$ cat src/rtl/olist_pkg.sv
// shared types and constants for the ordered list engine
package olist_pkg;

	localparam int unsigned OP_W     = 2;
	localparam int unsigned VALUE_W  = 32;
	localparam int unsigned POS_W    = 6;
	localparam int unsigned STATUS_W = 2;
	localparam int unsigned FOUND_W  = 5;
	localparam int unsigned COUNT_W  = 6;

	typedef enum logic [OP_W-1:0] {
		OP_APPEND = 2'd0,
		OP_INSERT = 2'd1,
		OP_FIND   = 2'd2,
		OP_DELETE = 2'd3
	} op_t;

	typedef enum logic [STATUS_W-1:0] {
		ST_OK        = 2'd0,
		ST_FULL      = 2'd1,
		ST_BAD_POS   = 2'd2,
		ST_NOT_FOUND = 2'd3
	} status_t;

	typedef enum logic [2:0] {
		S_IDLE,
		S_SHIFT,
		S_DRAIN,
		S_INS_WR,
		S_DONE
	} state_t;

	typedef struct packed {
		status_t              status;
		logic [FOUND_W-1:0]   found_position;
		logic [COUNT_W-1:0]   count;
	} rsp_t;

endpackage

$ cat src/rtl/olist_if.sv
// request and response channel interfaces of the ordered list engine
interface olist_req_if import olist_pkg::*; ();
	logic                      valid;
	logic                      ready;
	logic [OP_W-1:0]           operation;
	logic signed [VALUE_W-1:0] value;
	logic [POS_W-1:0]          position;

	modport source (output valid, operation, value, position, input ready);
	modport sink (input valid, operation, value, position, output ready);
endinterface

interface olist_rsp_if import olist_pkg::*; ();
	logic                 valid;
	logic                 ready;
	logic [STATUS_W-1:0]  status;
	logic [FOUND_W-1:0]   found_position;
	logic [COUNT_W-1:0]   count;

	modport source (output valid, status, found_position, count, input ready);
	modport sink (input valid, status, found_position, count, output ready);
endinterface

$ cat src/rtl/olist_mem.sv
// entry store: one write port, one read port with registered read data
module olist_mem import olist_pkg::*; #(
	parameter int unsigned DEPTH = 32,
	localparam int unsigned AW = (DEPTH > 1) ? $clog2(DEPTH) : 1
) (
	input  logic               clk,
	input  logic               wr_en,
	input  logic [AW-1:0]      wr_addr,
	input  logic [VALUE_W-1:0] wr_data,
	input  logic               rd_en,
	input  logic [AW-1:0]      rd_addr,
	output logic [VALUE_W-1:0] rd_data
);

	logic [VALUE_W-1:0] mem [DEPTH];

	always_ff @(posedge clk) begin
		if (wr_en) begin
			mem[wr_addr] <= wr_data;
		end
	end

	always_ff @(posedge clk) begin
		if (rd_en) begin
			rd_data <= mem[rd_addr];
		end
	end

endmodule

$ cat src/rtl/olist_seq.sv
// request sequencer: decodes a beat, walks the entry store and builds the result
module olist_seq import olist_pkg::*; #(
	parameter int unsigned CAPACITY = 32,
	localparam int unsigned AW = (CAPACITY > 1) ? $clog2(CAPACITY) : 1
) (
	input  logic               clk,
	input  logic               arst_n,
	olist_req_if.sink          req,
	output logic               rsp_valid,
	output rsp_t               rsp,
	input  logic               rsp_take,
	output logic               mem_wr_en,
	output logic [AW-1:0]      mem_wr_addr,
	output logic [VALUE_W-1:0] mem_wr_data,
	output logic               mem_rd_en,
	output logic [AW-1:0]      mem_rd_addr,
	input  logic [VALUE_W-1:0] mem_rd_data
);

	localparam int unsigned CW = $clog2(CAPACITY + 1);
	localparam int unsigned XW = ((CW > POS_W) ? CW : POS_W) + 1;

	state_t             state_q, state_d;
	op_t                op_q, op_d;
	logic [VALUE_W-1:0] val_q, val_d;
	logic [AW-1:0]      ptr_q, ptr_d;
	logic [AW-1:0]      end_q, end_d;
	logic [CW-1:0]      cnt_q, cnt_d;
	status_t            status_q, status_d;
	logic [FOUND_W-1:0] found_q, found_d;
	logic               vld_s1, vld_d;
	logic [AW-1:0]      addr_s1, addr_d;

	logic [XW-1:0]      pos_x, cnt_x;
	logic               full;
	logic               match;

	assign pos_x = XW'(req.position);
	assign cnt_x = XW'(cnt_q);
	assign full  = (cnt_q == CW'(CAPACITY));
	assign match = vld_s1 && (mem_rd_data == val_q);

	always_comb begin
		state_d     = state_q;
		op_d        = op_q;
		val_d       = val_q;
		ptr_d       = ptr_q;
		end_d       = end_q;
		cnt_d       = cnt_q;
		status_d    = status_q;
		found_d     = found_q;
		vld_d       = 1'b0;
		addr_d      = ptr_q;
		req.ready   = 1'b0;
		rsp_valid   = 1'b0;
		mem_rd_en   = 1'b0;
		mem_rd_addr = ptr_q;
		mem_wr_en   = 1'b0;
		mem_wr_addr = end_q;
		mem_wr_data = val_q;

		// entry read last cycle is moved (shift) or compared (scan)
		if ((state_q == S_SHIFT || state_q == S_DRAIN) && vld_s1) begin
			case (op_q)
				OP_INSERT: begin
					mem_wr_en   = 1'b1;
					mem_wr_addr = addr_s1 + AW'(1);
					mem_wr_data = mem_rd_data;
				end
				OP_DELETE: begin
					mem_wr_en   = 1'b1;
					mem_wr_addr = addr_s1 - AW'(1);
					mem_wr_data = mem_rd_data;
				end
				default: begin
				end
			endcase
		end

		case (state_q)
			S_IDLE: begin
				req.ready = 1'b1;
				if (req.valid) begin
					op_d     = op_t'(req.operation);
					val_d    = req.value;
					status_d = ST_OK;
					found_d  = '0;
					case (op_t'(req.operation))
						OP_APPEND: begin
							if (full) begin
								status_d = ST_FULL;
								state_d  = S_DONE;
							end else begin
								end_d   = AW'(cnt_q);
								state_d = S_INS_WR;
							end
						end
						OP_INSERT: begin
							if (full) begin
								status_d = ST_FULL;
								state_d  = S_DONE;
							end else if (pos_x == '0 || pos_x > cnt_x + XW'(1)) begin
								status_d = ST_BAD_POS;
								state_d  = S_DONE;
							end else if (pos_x == cnt_x + XW'(1)) begin
								end_d   = AW'(cnt_q);
								state_d = S_INS_WR;
							end else begin
								ptr_d   = AW'(cnt_q - CW'(1));
								end_d   = AW'(pos_x - XW'(1));
								state_d = S_SHIFT;
							end
						end
						OP_FIND: begin
							status_d = ST_NOT_FOUND;
							if (cnt_q == '0) begin
								state_d = S_DONE;
							end else begin
								ptr_d   = '0;
								end_d   = AW'(cnt_q - CW'(1));
								state_d = S_SHIFT;
							end
						end
						default: begin
							if (pos_x >= cnt_x) begin
								status_d = ST_BAD_POS;
								state_d  = S_DONE;
							end else if (pos_x + XW'(1) == cnt_x) begin
								// last entry: nothing to move
								cnt_d   = cnt_q - CW'(1);
								state_d = S_DONE;
							end else begin
								ptr_d   = AW'(pos_x + XW'(1));
								end_d   = AW'(cnt_q - CW'(1));
								state_d = S_SHIFT;
							end
						end
					endcase
				end
			end
			S_SHIFT: begin
				mem_rd_en = 1'b1;
				vld_d     = 1'b1;
				addr_d    = ptr_q;
				ptr_d     = (op_q == OP_INSERT) ? ptr_q - AW'(1) : ptr_q + AW'(1);
				if (ptr_q == end_q) begin
					state_d = S_DRAIN;
				end
				if (op_q == OP_FIND && match) begin
					status_d  = ST_OK;
					found_d   = FOUND_W'(addr_s1);
					mem_rd_en = 1'b0;
					vld_d     = 1'b0;
					state_d   = S_DONE;
				end
			end
			S_DRAIN: begin
				case (op_q)
					OP_INSERT: state_d = S_INS_WR;
					OP_DELETE: begin
						cnt_d   = cnt_q - CW'(1);
						state_d = S_DONE;
					end
					default: begin
						if (match) begin
							status_d = ST_OK;
							found_d  = FOUND_W'(addr_s1);
						end
						state_d = S_DONE;
					end
				endcase
			end
			S_INS_WR: begin
				mem_wr_en   = 1'b1;
				mem_wr_addr = end_q;
				mem_wr_data = val_q;
				cnt_d       = cnt_q + CW'(1);
				state_d     = S_DONE;
			end
			S_DONE: begin
				rsp_valid = 1'b1;
				if (rsp_take) begin
					state_d = S_IDLE;
				end
			end
			default: state_d = S_IDLE;
		endcase
	end

	assign rsp.status         = status_q;
	assign rsp.found_position = found_q;
	assign rsp.count          = COUNT_W'(cnt_q);

	always_ff @(posedge clk or negedge arst_n) begin
		if (!arst_n) begin
			state_q <= S_IDLE;
			cnt_q   <= '0;
			vld_s1  <= 1'b0;
		end else begin
			state_q <= state_d;
			cnt_q   <= cnt_d;
			vld_s1  <= vld_d;
		end
	end

	always_ff @(posedge clk) begin
		op_q     <= op_d;
		val_q    <= val_d;
		ptr_q    <= ptr_d;
		end_q    <= end_d;
		status_q <= status_d;
		found_q  <= found_d;
		addr_s1  <= addr_d;
	end

	a_no_same_addr: assert property (@(posedge clk) disable iff (!arst_n)
		mem_rd_en && mem_wr_en |-> mem_rd_addr != mem_wr_addr)
		else $error("read and write hit the same entry");

	a_cnt_bound: assert property (@(posedge clk) disable iff (!arst_n)
		cnt_q <= CW'(CAPACITY))
		else $error("entry count above capacity");

	a_busy_after_accept: assert property (@(posedge clk) disable iff (!arst_n)
		req.valid && req.ready |=> state_q != S_IDLE)
		else $error("sequencer idle right after a request beat");

	a_cnt_changes_at_done: assert property (@(posedge clk) disable iff (!arst_n)
		!$stable(cnt_q) |-> state_q == S_DONE)
		else $error("entry count changed outside completion");

	a_walk_only_in_shift: assert property (@(posedge clk) disable iff (!arst_n)
		mem_rd_en |-> state_q == S_SHIFT)
		else $error("entry read outside the walk");

endmodule

$ cat src/rtl/ordered_list_engine.sv
// ordered list engine: fixed-capacity ordered list of signed 32-bit words
//
// req channel: one beat carries operation, value and position; rsp channel
// returns status, found_position and count for every request, in order.
// requests are taken one at a time: ready is high only while the sequencer
// waits for a beat, which it does again from the cycle the result reaches
// the output register. an error, or a delete of the last entry, goes
// straight to the result; an append or an insert at the tail writes the
// new entry; an insert elsewhere first moves the entries from its position
// on up by one slot and then writes it, a delete moves the entries above
// its position down by one, and a find compares entries from slot 0 up to
// the first hit or the end of the list. every move and every compare goes
// through the single read port of the entry memory, one entry a cycle.
// reset clears the entry count, sequencer state and valid flags; the entry
// memory is not cleared, since only slots below the count are ever read.
// the result sits in an output register; while the receiver stalls the
// next request is still accepted and worked on, and its result waits in
// the sequencer until the output register frees.
module ordered_list_engine import olist_pkg::*; #(
	parameter int unsigned CAPACITY = 32
) (
	input  logic       clk,
	input  logic       arst_n,
	olist_req_if.sink  req,
	olist_rsp_if.source rsp
);

	localparam int unsigned AW = (CAPACITY > 1) ? $clog2(CAPACITY) : 1;

	logic               mem_wr_en;
	logic [AW-1:0]      mem_wr_addr;
	logic [VALUE_W-1:0] mem_wr_data;
	logic               mem_rd_en;
	logic [AW-1:0]      mem_rd_addr;
	logic [VALUE_W-1:0] mem_rd_data;

	logic seq_valid;
	rsp_t seq_rsp;
	logic take;
	logic out_vld_q;
	rsp_t out_q;

	assign take = !out_vld_q || rsp.ready;

	olist_seq #(.CAPACITY(CAPACITY)) u_seq (
		.clk         (clk),
		.arst_n      (arst_n),
		.req         (req),
		.rsp_valid   (seq_valid),
		.rsp         (seq_rsp),
		.rsp_take    (take),
		.mem_wr_en   (mem_wr_en),
		.mem_wr_addr (mem_wr_addr),
		.mem_wr_data (mem_wr_data),
		.mem_rd_en   (mem_rd_en),
		.mem_rd_addr (mem_rd_addr),
		.mem_rd_data (mem_rd_data)
	);

	olist_mem #(.DEPTH(CAPACITY)) u_mem (
		.clk     (clk),
		.wr_en   (mem_wr_en),
		.wr_addr (mem_wr_addr),
		.wr_data (mem_wr_data),
		.rd_en   (mem_rd_en),
		.rd_addr (mem_rd_addr),
		.rd_data (mem_rd_data)
	);

	// output register parts the sequencer from the receiver
	always_ff @(posedge clk or negedge arst_n) begin
		if (!arst_n) begin
			out_vld_q <= 1'b0;
		end else if (seq_valid && take) begin
			out_vld_q <= 1'b1;
		end else if (rsp.ready) begin
			out_vld_q <= 1'b0;
		end
	end

	always_ff @(posedge clk) begin
		if (seq_valid && take) begin
			out_q <= seq_rsp;
		end
	end

	assign rsp.valid          = out_vld_q;
	assign rsp.status         = out_q.status;
	assign rsp.found_position = out_q.found_position;
	assign rsp.count          = out_q.count;

endmodule

$ cat src/flat_wrapper.sv
// flat-port wrapper written by rule: the top's interface ports become plain ports
module ordered_list_engine_flat import olist_pkg::*;
#(
	parameter int unsigned CAPACITY = 32
)
  (clk, arst_n, req_valid, req_operation, req_value, req_position, req_ready, rsp_valid, rsp_status, rsp_found_position, rsp_count, rsp_ready);
  olist_req_if req_i ();
  olist_rsp_if rsp_i ();
  input  logic clk;
  input  logic arst_n;
  input wire logic [$bits(req_i.valid)-1:0] req_valid;
  input wire logic [$bits(req_i.operation)-1:0] req_operation;
  input wire logic [$bits(req_i.value)-1:0] req_value;
  input wire logic [$bits(req_i.position)-1:0] req_position;
  output wire logic [$bits(req_i.ready)-1:0] req_ready;
  output wire logic [$bits(rsp_i.valid)-1:0] rsp_valid;
  output wire logic [$bits(rsp_i.status)-1:0] rsp_status;
  output wire logic [$bits(rsp_i.found_position)-1:0] rsp_found_position;
  output wire logic [$bits(rsp_i.count)-1:0] rsp_count;
  input wire logic [$bits(rsp_i.ready)-1:0] rsp_ready;
  assign req_i.valid = req_valid;
  assign req_i.operation = req_operation;
  assign req_i.value = req_value;
  assign req_i.position = req_position;
  assign req_ready = req_i.ready;
  assign rsp_valid = rsp_i.valid;
  assign rsp_status = rsp_i.status;
  assign rsp_found_position = rsp_i.found_position;
  assign rsp_count = rsp_i.count;
  assign rsp_i.ready = rsp_ready;
  ordered_list_engine #(.CAPACITY(CAPACITY)) u_core (.clk(clk), .arst_n(arst_n), .req(req_i), .rsp(rsp_i));
endmodule
$ cat config.mk
export PLATFORM = sky130hd
export DESIGN_NAME = ordered_list_engine_flat
export DESIGN_NICKNAME = d
export VERILOG_FILES = /design/src/rtl/olist_pkg.sv /design/src/rtl/olist_if.sv /design/src/rtl/olist_mem.sv /design/src/rtl/olist_seq.sv /design/src/rtl/ordered_list_engine.sv /design/src/flat_wrapper.sv
export SDC_FILE = /design/constraint.sdc
export NUM_CORES = 1
export LEC_CHECK = 0
export BUFFER_PORTS_ARGS = -buffer_cell sky130_fd_sc_hd__buf_2
export CAP_MARGIN = 20
export CORE_MARGIN = 2
export CORE_UTILIZATION = 45
export DETAILED_ROUTE_END_ITERATION = 8
export PLACE_DENSITY = 0.58
export SYNTH_ARGS = -nofsm -noshare
export SYNTH_HDL_FRONTEND = slang
export SYNTH_SLANG_ARGS = --single-unit
$ cat constraint.sdc
create_clock -name clk -period 8 [get_ports clk]
set_input_delay 1.6 -clock clk [delete_from_list [all_inputs] [get_ports clk]]
set_output_delay 1.6 -clock clk [all_outputs]
set_load 0.1 [all_outputs]
# Word level (Yosys, flattened, before mapping)
# Memory sizes are Yosys's and may differ from the RTL's. A register that Yosys moved wholly into a read port is not among the register bits.
# Cells that the tools add are included.
# Widths: inputs -> output; s select.
dict set report totals {
  ff_bits 80
  latch_bits 0
  ram_bits 1024
  romBits 0
  input_bits 44
  output_inout_bits 15
  wordCells 157
  memories 1
}
dict set report classes {
  addsub 9
  n_mul 0
  div_mod_pow 0
  magnitude_cmp 2
  eq_ne 37
  shift 0
  mux 70
  bitwise_logic 0
  n_reduce_logical 24
}
# memory depth word_bits read_ports rd_clocked_by_memory_dff wr line
set mem_list {}
lappend mem_list {u_core.u_mem.mem 32 32 1 1 1 olist_mem.sv:15} ;# logic [VALUE_W-1:0] mem [DEPTH];
# operator count
set ops {}
lappend ops {{$mux 5} 21}
lappend ops {{$mux 32} 3}
lappend ops {{$pmux 5 s3} 3}
lappend ops {{$mux 3} 11}
lappend ops {{$eq 32x32->1} 1}
lappend ops {{$mux 6} 5}
lappend ops {{$ne 2x2->1 const B} 11}
lappend ops {{$pmux 5 s2} 2}
lappend ops {{$pmux 6 s3} 1}
lappend ops {{$mux 2} 8}
lappend ops {{$pmux 3 s5} 1}
lappend ops {{$sub 5x1->5 const B} 3}
lappend ops {{$add 6x1->7 const B} 2}
lappend ops {{$mux 1} 12}
lappend ops {{$ne 3x3->1 const B} 4}
lappend ops {{$pmux 2 s3} 2}
lappend ops {{$add 5x1->5 const B} 2}
lappend ops {{$pmux 3 s3} 1}
lappend ops {{$reduce_and 9->1} 1}
lappend ops {{$ne 4x1->1 const B} 2}
lappend ops {{$ne 4x2->1 const B} 2}
lappend ops {{$reduce_and 8->1} 1}
lappend ops {{$eq 6x7->1} 1}
lappend ops {{$eq 7x6->1} 1}
lappend ops {{other kinds (28)} 41}

# Longest topological paths before layout
dict set report logic_depth {
  ltp_word 8
  ltp_mapped 11
  mapped_depth_nobuf 10
}

# By module
# Synthesis repeated with hierarchy kept, for this count alone.
dict set report unflattened {
  hier_cells 2736
  hier_area_um2 45886.5
}
# module n_inst cells_each area_per_inst_um2 seq_area_each_um2
set modules_own_cells {}
lappend modules_own_cells {olist_mem 1 2260 40812.9 31710.4}
lappend modules_own_cells {olist_seq 1 459 4629.4 1881.8}
lappend modules_own_cells {ordered_list_engine 1 17 444.2 415.4}

# Worst setup path before layout
# Ideal clock, no wire load.
dict set report synth_timing {
  path_type {input-to-reg}
  from {in req_position[0]}
  to {reg u_core.u_seq.end_q[0] (enable)}
  setup_time_ns 0.398
  arrival_time_ns 3.638
  required_time_ns 7.602
  slack_ns 3.964
  cell_stages 7
  n_path_buf 0
  path_cell_list {ha_1 nand3_1 xor2_1 a21boi_0 o211ai_1 nand2_1 a2111oi_0}
}
dict set report synth_between {
  elab_chain_cells 4
  elab_cells_between_ends 10
  classes_between {add/sub (1); order compare (2); eq/ne (4); reduce/logical (3)}
}
# item line
set synth_lines {}
lappend synth_lines {{start, declared} flat_wrapper.sv:14} ;# input wire logic [$bits(req_i.position)-1:0] req_position;
lappend synth_lines {{$add 6x1->7 (tied with other cells)} --}
lappend synth_lines {{$eq 7x6->1 / $logic_or 1x1->1 (equally long branches)} {olist_seq.sv:128, olist_seq.sv:102}}
lappend synth_lines {{$ne 4x1->1 (no line) / $ne 2x2->1 (equally long branches)} --}
lappend synth_lines {{$reduce_and 8->1 (no line) (*)} --}
lappend synth_lines {{end signal, assigned} olist_seq.sv:210} ;# end_q <= end_d;
lappend synth_lines {{end, declared} olist_seq.sv:27} ;# logic [AW-1:0] end_q, end_d;
# Mark *: on every way between the ends. The rest lies on a longest branch, timed or not.
# A chain may end at the register's enable or synchronous reset.

# Worst setup path in the final report
dict set report layout_timing {
  from {reg u_core.u_seq.state_q[0]}
  to {mem u_core.u_mem.mem[11][31] (enable)}
}
dict set report layout_between {
  elab_chain_cells 7
  elab_cells_between_ends 11
  classes_between {eq/ne (3); mux (6); reduce/logical (2)}
}
# item line
set layout_lines {}
lappend layout_lines {{start, declared} olist_seq.sv:23} ;# state_t state_q, state_d;
lappend layout_lines {{start signal, assigned} olist_seq.sv:200} ;# state_q <= state_d;
lappend layout_lines {{$eq 3x1->1 / $eq 3x2->1 (equally long branches)} olist_seq.sv:63} ;# if ((state_q == S_SHIFT || state_q == S_DRAIN) && vld_s1) begin
lappend layout_lines {{$logic_or 1x1->1} olist_seq.sv:63}
lappend layout_lines {{$logic_and 1x1->1} olist_seq.sv:63}
lappend layout_lines {{$mux 1} olist_seq.sv:63}
lappend layout_lines {{$mux 1} olist_seq.sv:80} ;# case (state_q)
lappend layout_lines {{$mux 1} olist_mem.sv:18} ;# if (wr_en) begin
lappend layout_lines {{$mux 1 (not written as such)} olist_mem.sv:19} ;# mem[wr_addr] <= wr_data;
lappend layout_lines {{end, declared} olist_mem.sv:15}
# Parallel ways exist; a longest one is shown, timed or not.

==> flow_metrics.py <==
metrics = {
    "outcome": {
        "status": "finished, final reports clean",
    },
    "worst_setup_path": {
        "r2r-start": "u_core.u_seq.state_q[0]",
        "crit_family": "simple AND/OR/NAND/NOR gates",
        "cp_slowest_cell": "o32a_1",
        "path_buf_inv": 1,
        "worstRegToRegCells": 6,
        "reg2reg_slack_ns": 3.45,
        "cp.required_ns": 8.32,
        "startpoint": "u_core.u_seq.state_q[0]",
        "max_stage_delay_ns": 0.93,
        "end_kind": "flop",
        "cp-start-kind": "flop",
        "path_cells": "nand2b_1 > a21oi_1 > nand3_2 > o32a_1 > nor2_4 > buf_4",
        "path_class": "flop to flop",
        "cp.depth": 6,
        "critPathCapture": "u_core.u_mem.mem[11][31]",
        "crit_path_max_fanout": 34,
        "r2r_end": "u_core.u_mem.mem[11][31]",
        "cp_data_arrival_time_ns": 4.87,
    },
    "timing": {
        "worstMarginPinSlew_ns": 1.094,
        "hold_violations": 0,
        "relSlewSlack_pct": 27.08,
        "final.min_clock_period_ns": 4.553,
        "setup_tns_ns": 0,
        "finalMaxSlewViolations": 0,
        "period_share_pct": 56.91,
        "fin_ws_ns": 3.447,
        "timing.hold.ws_ns": 0.4239,
        "skew_ns": 0.02982,
        "fmax_mhz": 219.6,
        "rsz0062_at_grt": "false",
        "setup_viol": 0,
    },
    "clocking": {
        "insertion_delay_ns": 0.71,
        "cts_hold_buf": 0,
        "cts_resized": 0,
        "ctsRootBufferMaster": "clkbuf_16",
        "htreeDepth": 3,
        "cts_buffers": 114,
        "clk_pin_slew_ns": 0.06,
        "postCtsSetupRepairBufs": 0,
        "clock_sinks": 1136,
        "cts_tree": "done",
        "clockBufferDepth": 3,
    },
    "global_routing": {
        "gr-total-overflow": 0,
        "antenna_found_initial": 2,
        "grt_usage_pct": 20.82,
        "grt_max_degree": 134,
        "first_global_vias": 21570,
        "grt_pass1_wl_um": 152800,
    },
    "synth": {
        "syn_inst": 2057,
        "async_reset_ff_share_pct": 0.9683,
        "netlist_area_um2": 44940,
        "synth_top_cell_by_area": "edfxtp_1",
        "seq_area_frac_synth_pct": 75.67,
        "synth_edf_count": 1120,
        "synth_seq_cells": 1136,
        "synth.distinct_cells": 64,
        "syn-num-nets": 2130,
        "yosysWarnings": 0,
        "synth.avg_cell_area_um2": 21.85,
        "synthFlopType": "edfxtp_1",
        "yosysTopAreaCellShare_pct": 74.83,
        "synthTopCellsByArea": "edfxtp_1 (75%), mux4_2 (16%), nand2_1 (1.0%), mux2_2 (0.85%), xor2_1 (0.78%)",
    },
    "power_and_ir_drop": {
        "power.total_mw": 18.24,
        "p_leak_nw": 16.22,
        "powerDensity_nw_per_um2": 356.4,
        "ir_drop_mv": 0.2914,
    },
    "flow_run": {
        "cap_viol_max_count": 0,
    },
    "route": {
        "ant_nets": 0,
        "drtPass1Iterations": 5,
        "wl_per_cell_um": 29.65,
        "dr.first_iter.drc_count": 2161,
        "vias": 21230,
        "viasPerCell": 5.929,
        "drt_wl_total_um": 106200,
        "drc": 0,
    },
    "cells_and_area": {
        "nNetsFinal": 2281,
        "area_growth_pct": 13.89,
        "layout-drive-gt1-share_pct": 29.60,
        "fillers": 7658,
        "antenna_cells": 0,
    },
    "floorplan": {
        "die_x_um": 320.0,
        "die_y_um": 320.0,
        "num_rows": 115,
        "coreArea_um2": 98710,
        "start_util_pct": 45.53,
        "ios": 59,
        "die_area_um2": 102400,
    },
    "hold_path": {
        "hp-class": "flop to flop",
    },
    "place": {
        "gp_congestion": 0.8561,
        "hpwl_um": 61360,
        "io_buffers": 58,
        "pre_cts_slack_ns": 3.394,
    },
}
-- cells in the mapped netlist, drive strengths merged, types with 5 or more instances --
cell / instances
edfxtp: 1120
mux4: 320
nand2: 120
nor2: 62
clkbuf: 50
buf: 45
xor2: 40
mux2: 34
ha: 27
inv: 26
xnor2: 26
nand3: 19
a21oi: 16
a21o: 13
o21ai: 12
dfrtp: 11
nor4: 9
o211ai: 9
and2: 8
or3: 8
nand2b: 7
and3: 6
nor3: 6
a211oi: 5
dfxtp: 5
o22ai: 5
-- power by group --
part | internal, mW | leakage [nW] | total (mW) | switching, mW
Sequential | 7.49 | 10.3 | 7.73 | 0.238
Clock | 2.94 | 1.72 | 5.14 | 2.20
Combinational | 2.35 | 4.22 | 5.37 | 3.03
-- registers in the layout (all words and copies together), names as in the netlist --
register                   cells
u_core.u_mem.rd_data          32
u_core.u_seq.found_q           5
u_core.u_seq.cnt_q             6
u_core.rsp.status              2
u_core.u_seq.state_q           3
u_core.u_seq.val_q            32
u_core.rsp.valid               1
u_core.u_mem.mem            1024
u_core.u_seq.addr_s1           5
u_core.u_seq.op_q              2
u_core.u_seq.end_q             5
u_core.rsp.count               6
u_core.u_seq.mem_rd_addr       5
u_core.rsp.found_position      5
u_core.u_seq.status_q          2
u_core.u_seq.vld_s1            1
-- metal layers --
layer	global-route usage (%)	up-vias	routed length (um)	share of wire, %
li1	-	8880	-	-
met1	29.34	11430	44610	42
met2	33.53	763	51650	49
met3	3.958	160	7162	6.7
met4	5.707	0	2735	2.6
met5	0	-	0	0
-- worst min path at each step --
stage                                           start  depth (start not counted)                      end
final                        u_core.u_seq.status_q[0]                          0     u_core.rsp.status[0]
after global routing         u_core.u_seq.status_q[1]                          0     u_core.rsp.status[1]
after CTS                    u_core.u_seq.status_q[0]                          0     u_core.rsp.status[0]
after detailed placement     u_core.u_seq.status_q[0]                          0     u_core.rsp.status[0]
after global placement       u_core.u_seq.status_q[1]                          0     u_core.rsp.status[1]
after floorplan           u_core.u_seq.mem_rd_addr[0]                          0  u_core.u_seq.addr_s1[0]
-- worst register-to-register path, delay by kind of cell (launching register included) --
family          cells  cell delay (ns)
buf+inv             1             0.53
compound gates      2             1.45
simple gates        3             1.72
flops               1             0.47
-- final cells by class --
class                   instances  area (um2)  share of cell area (%)
inverters                      26       97.59                  0.1907
clock buffers                 143        3003                   5.866
flip-flops and latches       1136       34010                   66.44
repair buffers                130        1271                   2.483
clock inverters                59       574.3                   1.122
well taps                    1287        1610                   3.146
multi-input cells             800       10620                   20.75
-- cells by family after synthesis --
group | count (synthesis) | share of synthesized area [%]
AOI/OAI and AO/OA | 87 | 1.372
xor gates and xnor gates | 67 | 1.336
adders and majority gates | 29 | 0.8407
buffers and inverters | 121 | 1.258
DFF | 1136 | 75.67
muxes | 357 | 16.95
and+or+nand+nor | 260 | 2.572
-- through the flow --
| stage | util, % | area (um2) | instances |
|---|---|---|---|
| after floorplan | - | 44940 | 2057 |
| after global routing | 51.86 | 51190 | 3581 |
| after global placement | 47.63 | 47020 | 3352 |
| after detailed placement | 47.82 | 47210 | 3362 |
| after CTS | 51.45 | 50780 | 3564 |
| final | 51.86 | 51190 | 3581 |
-- layout by cell type (no fill, tap or decap), drive strengths merged, types with 28 or more instances in the layout --
cell and n:
buf 130, clkbuf 143, clkinv 40, edfxtp 1120, inv 28, mux2 34
mux4 320, nand2 120, nor2 62, xor2 40
Power figures use the tool's default switching activity.
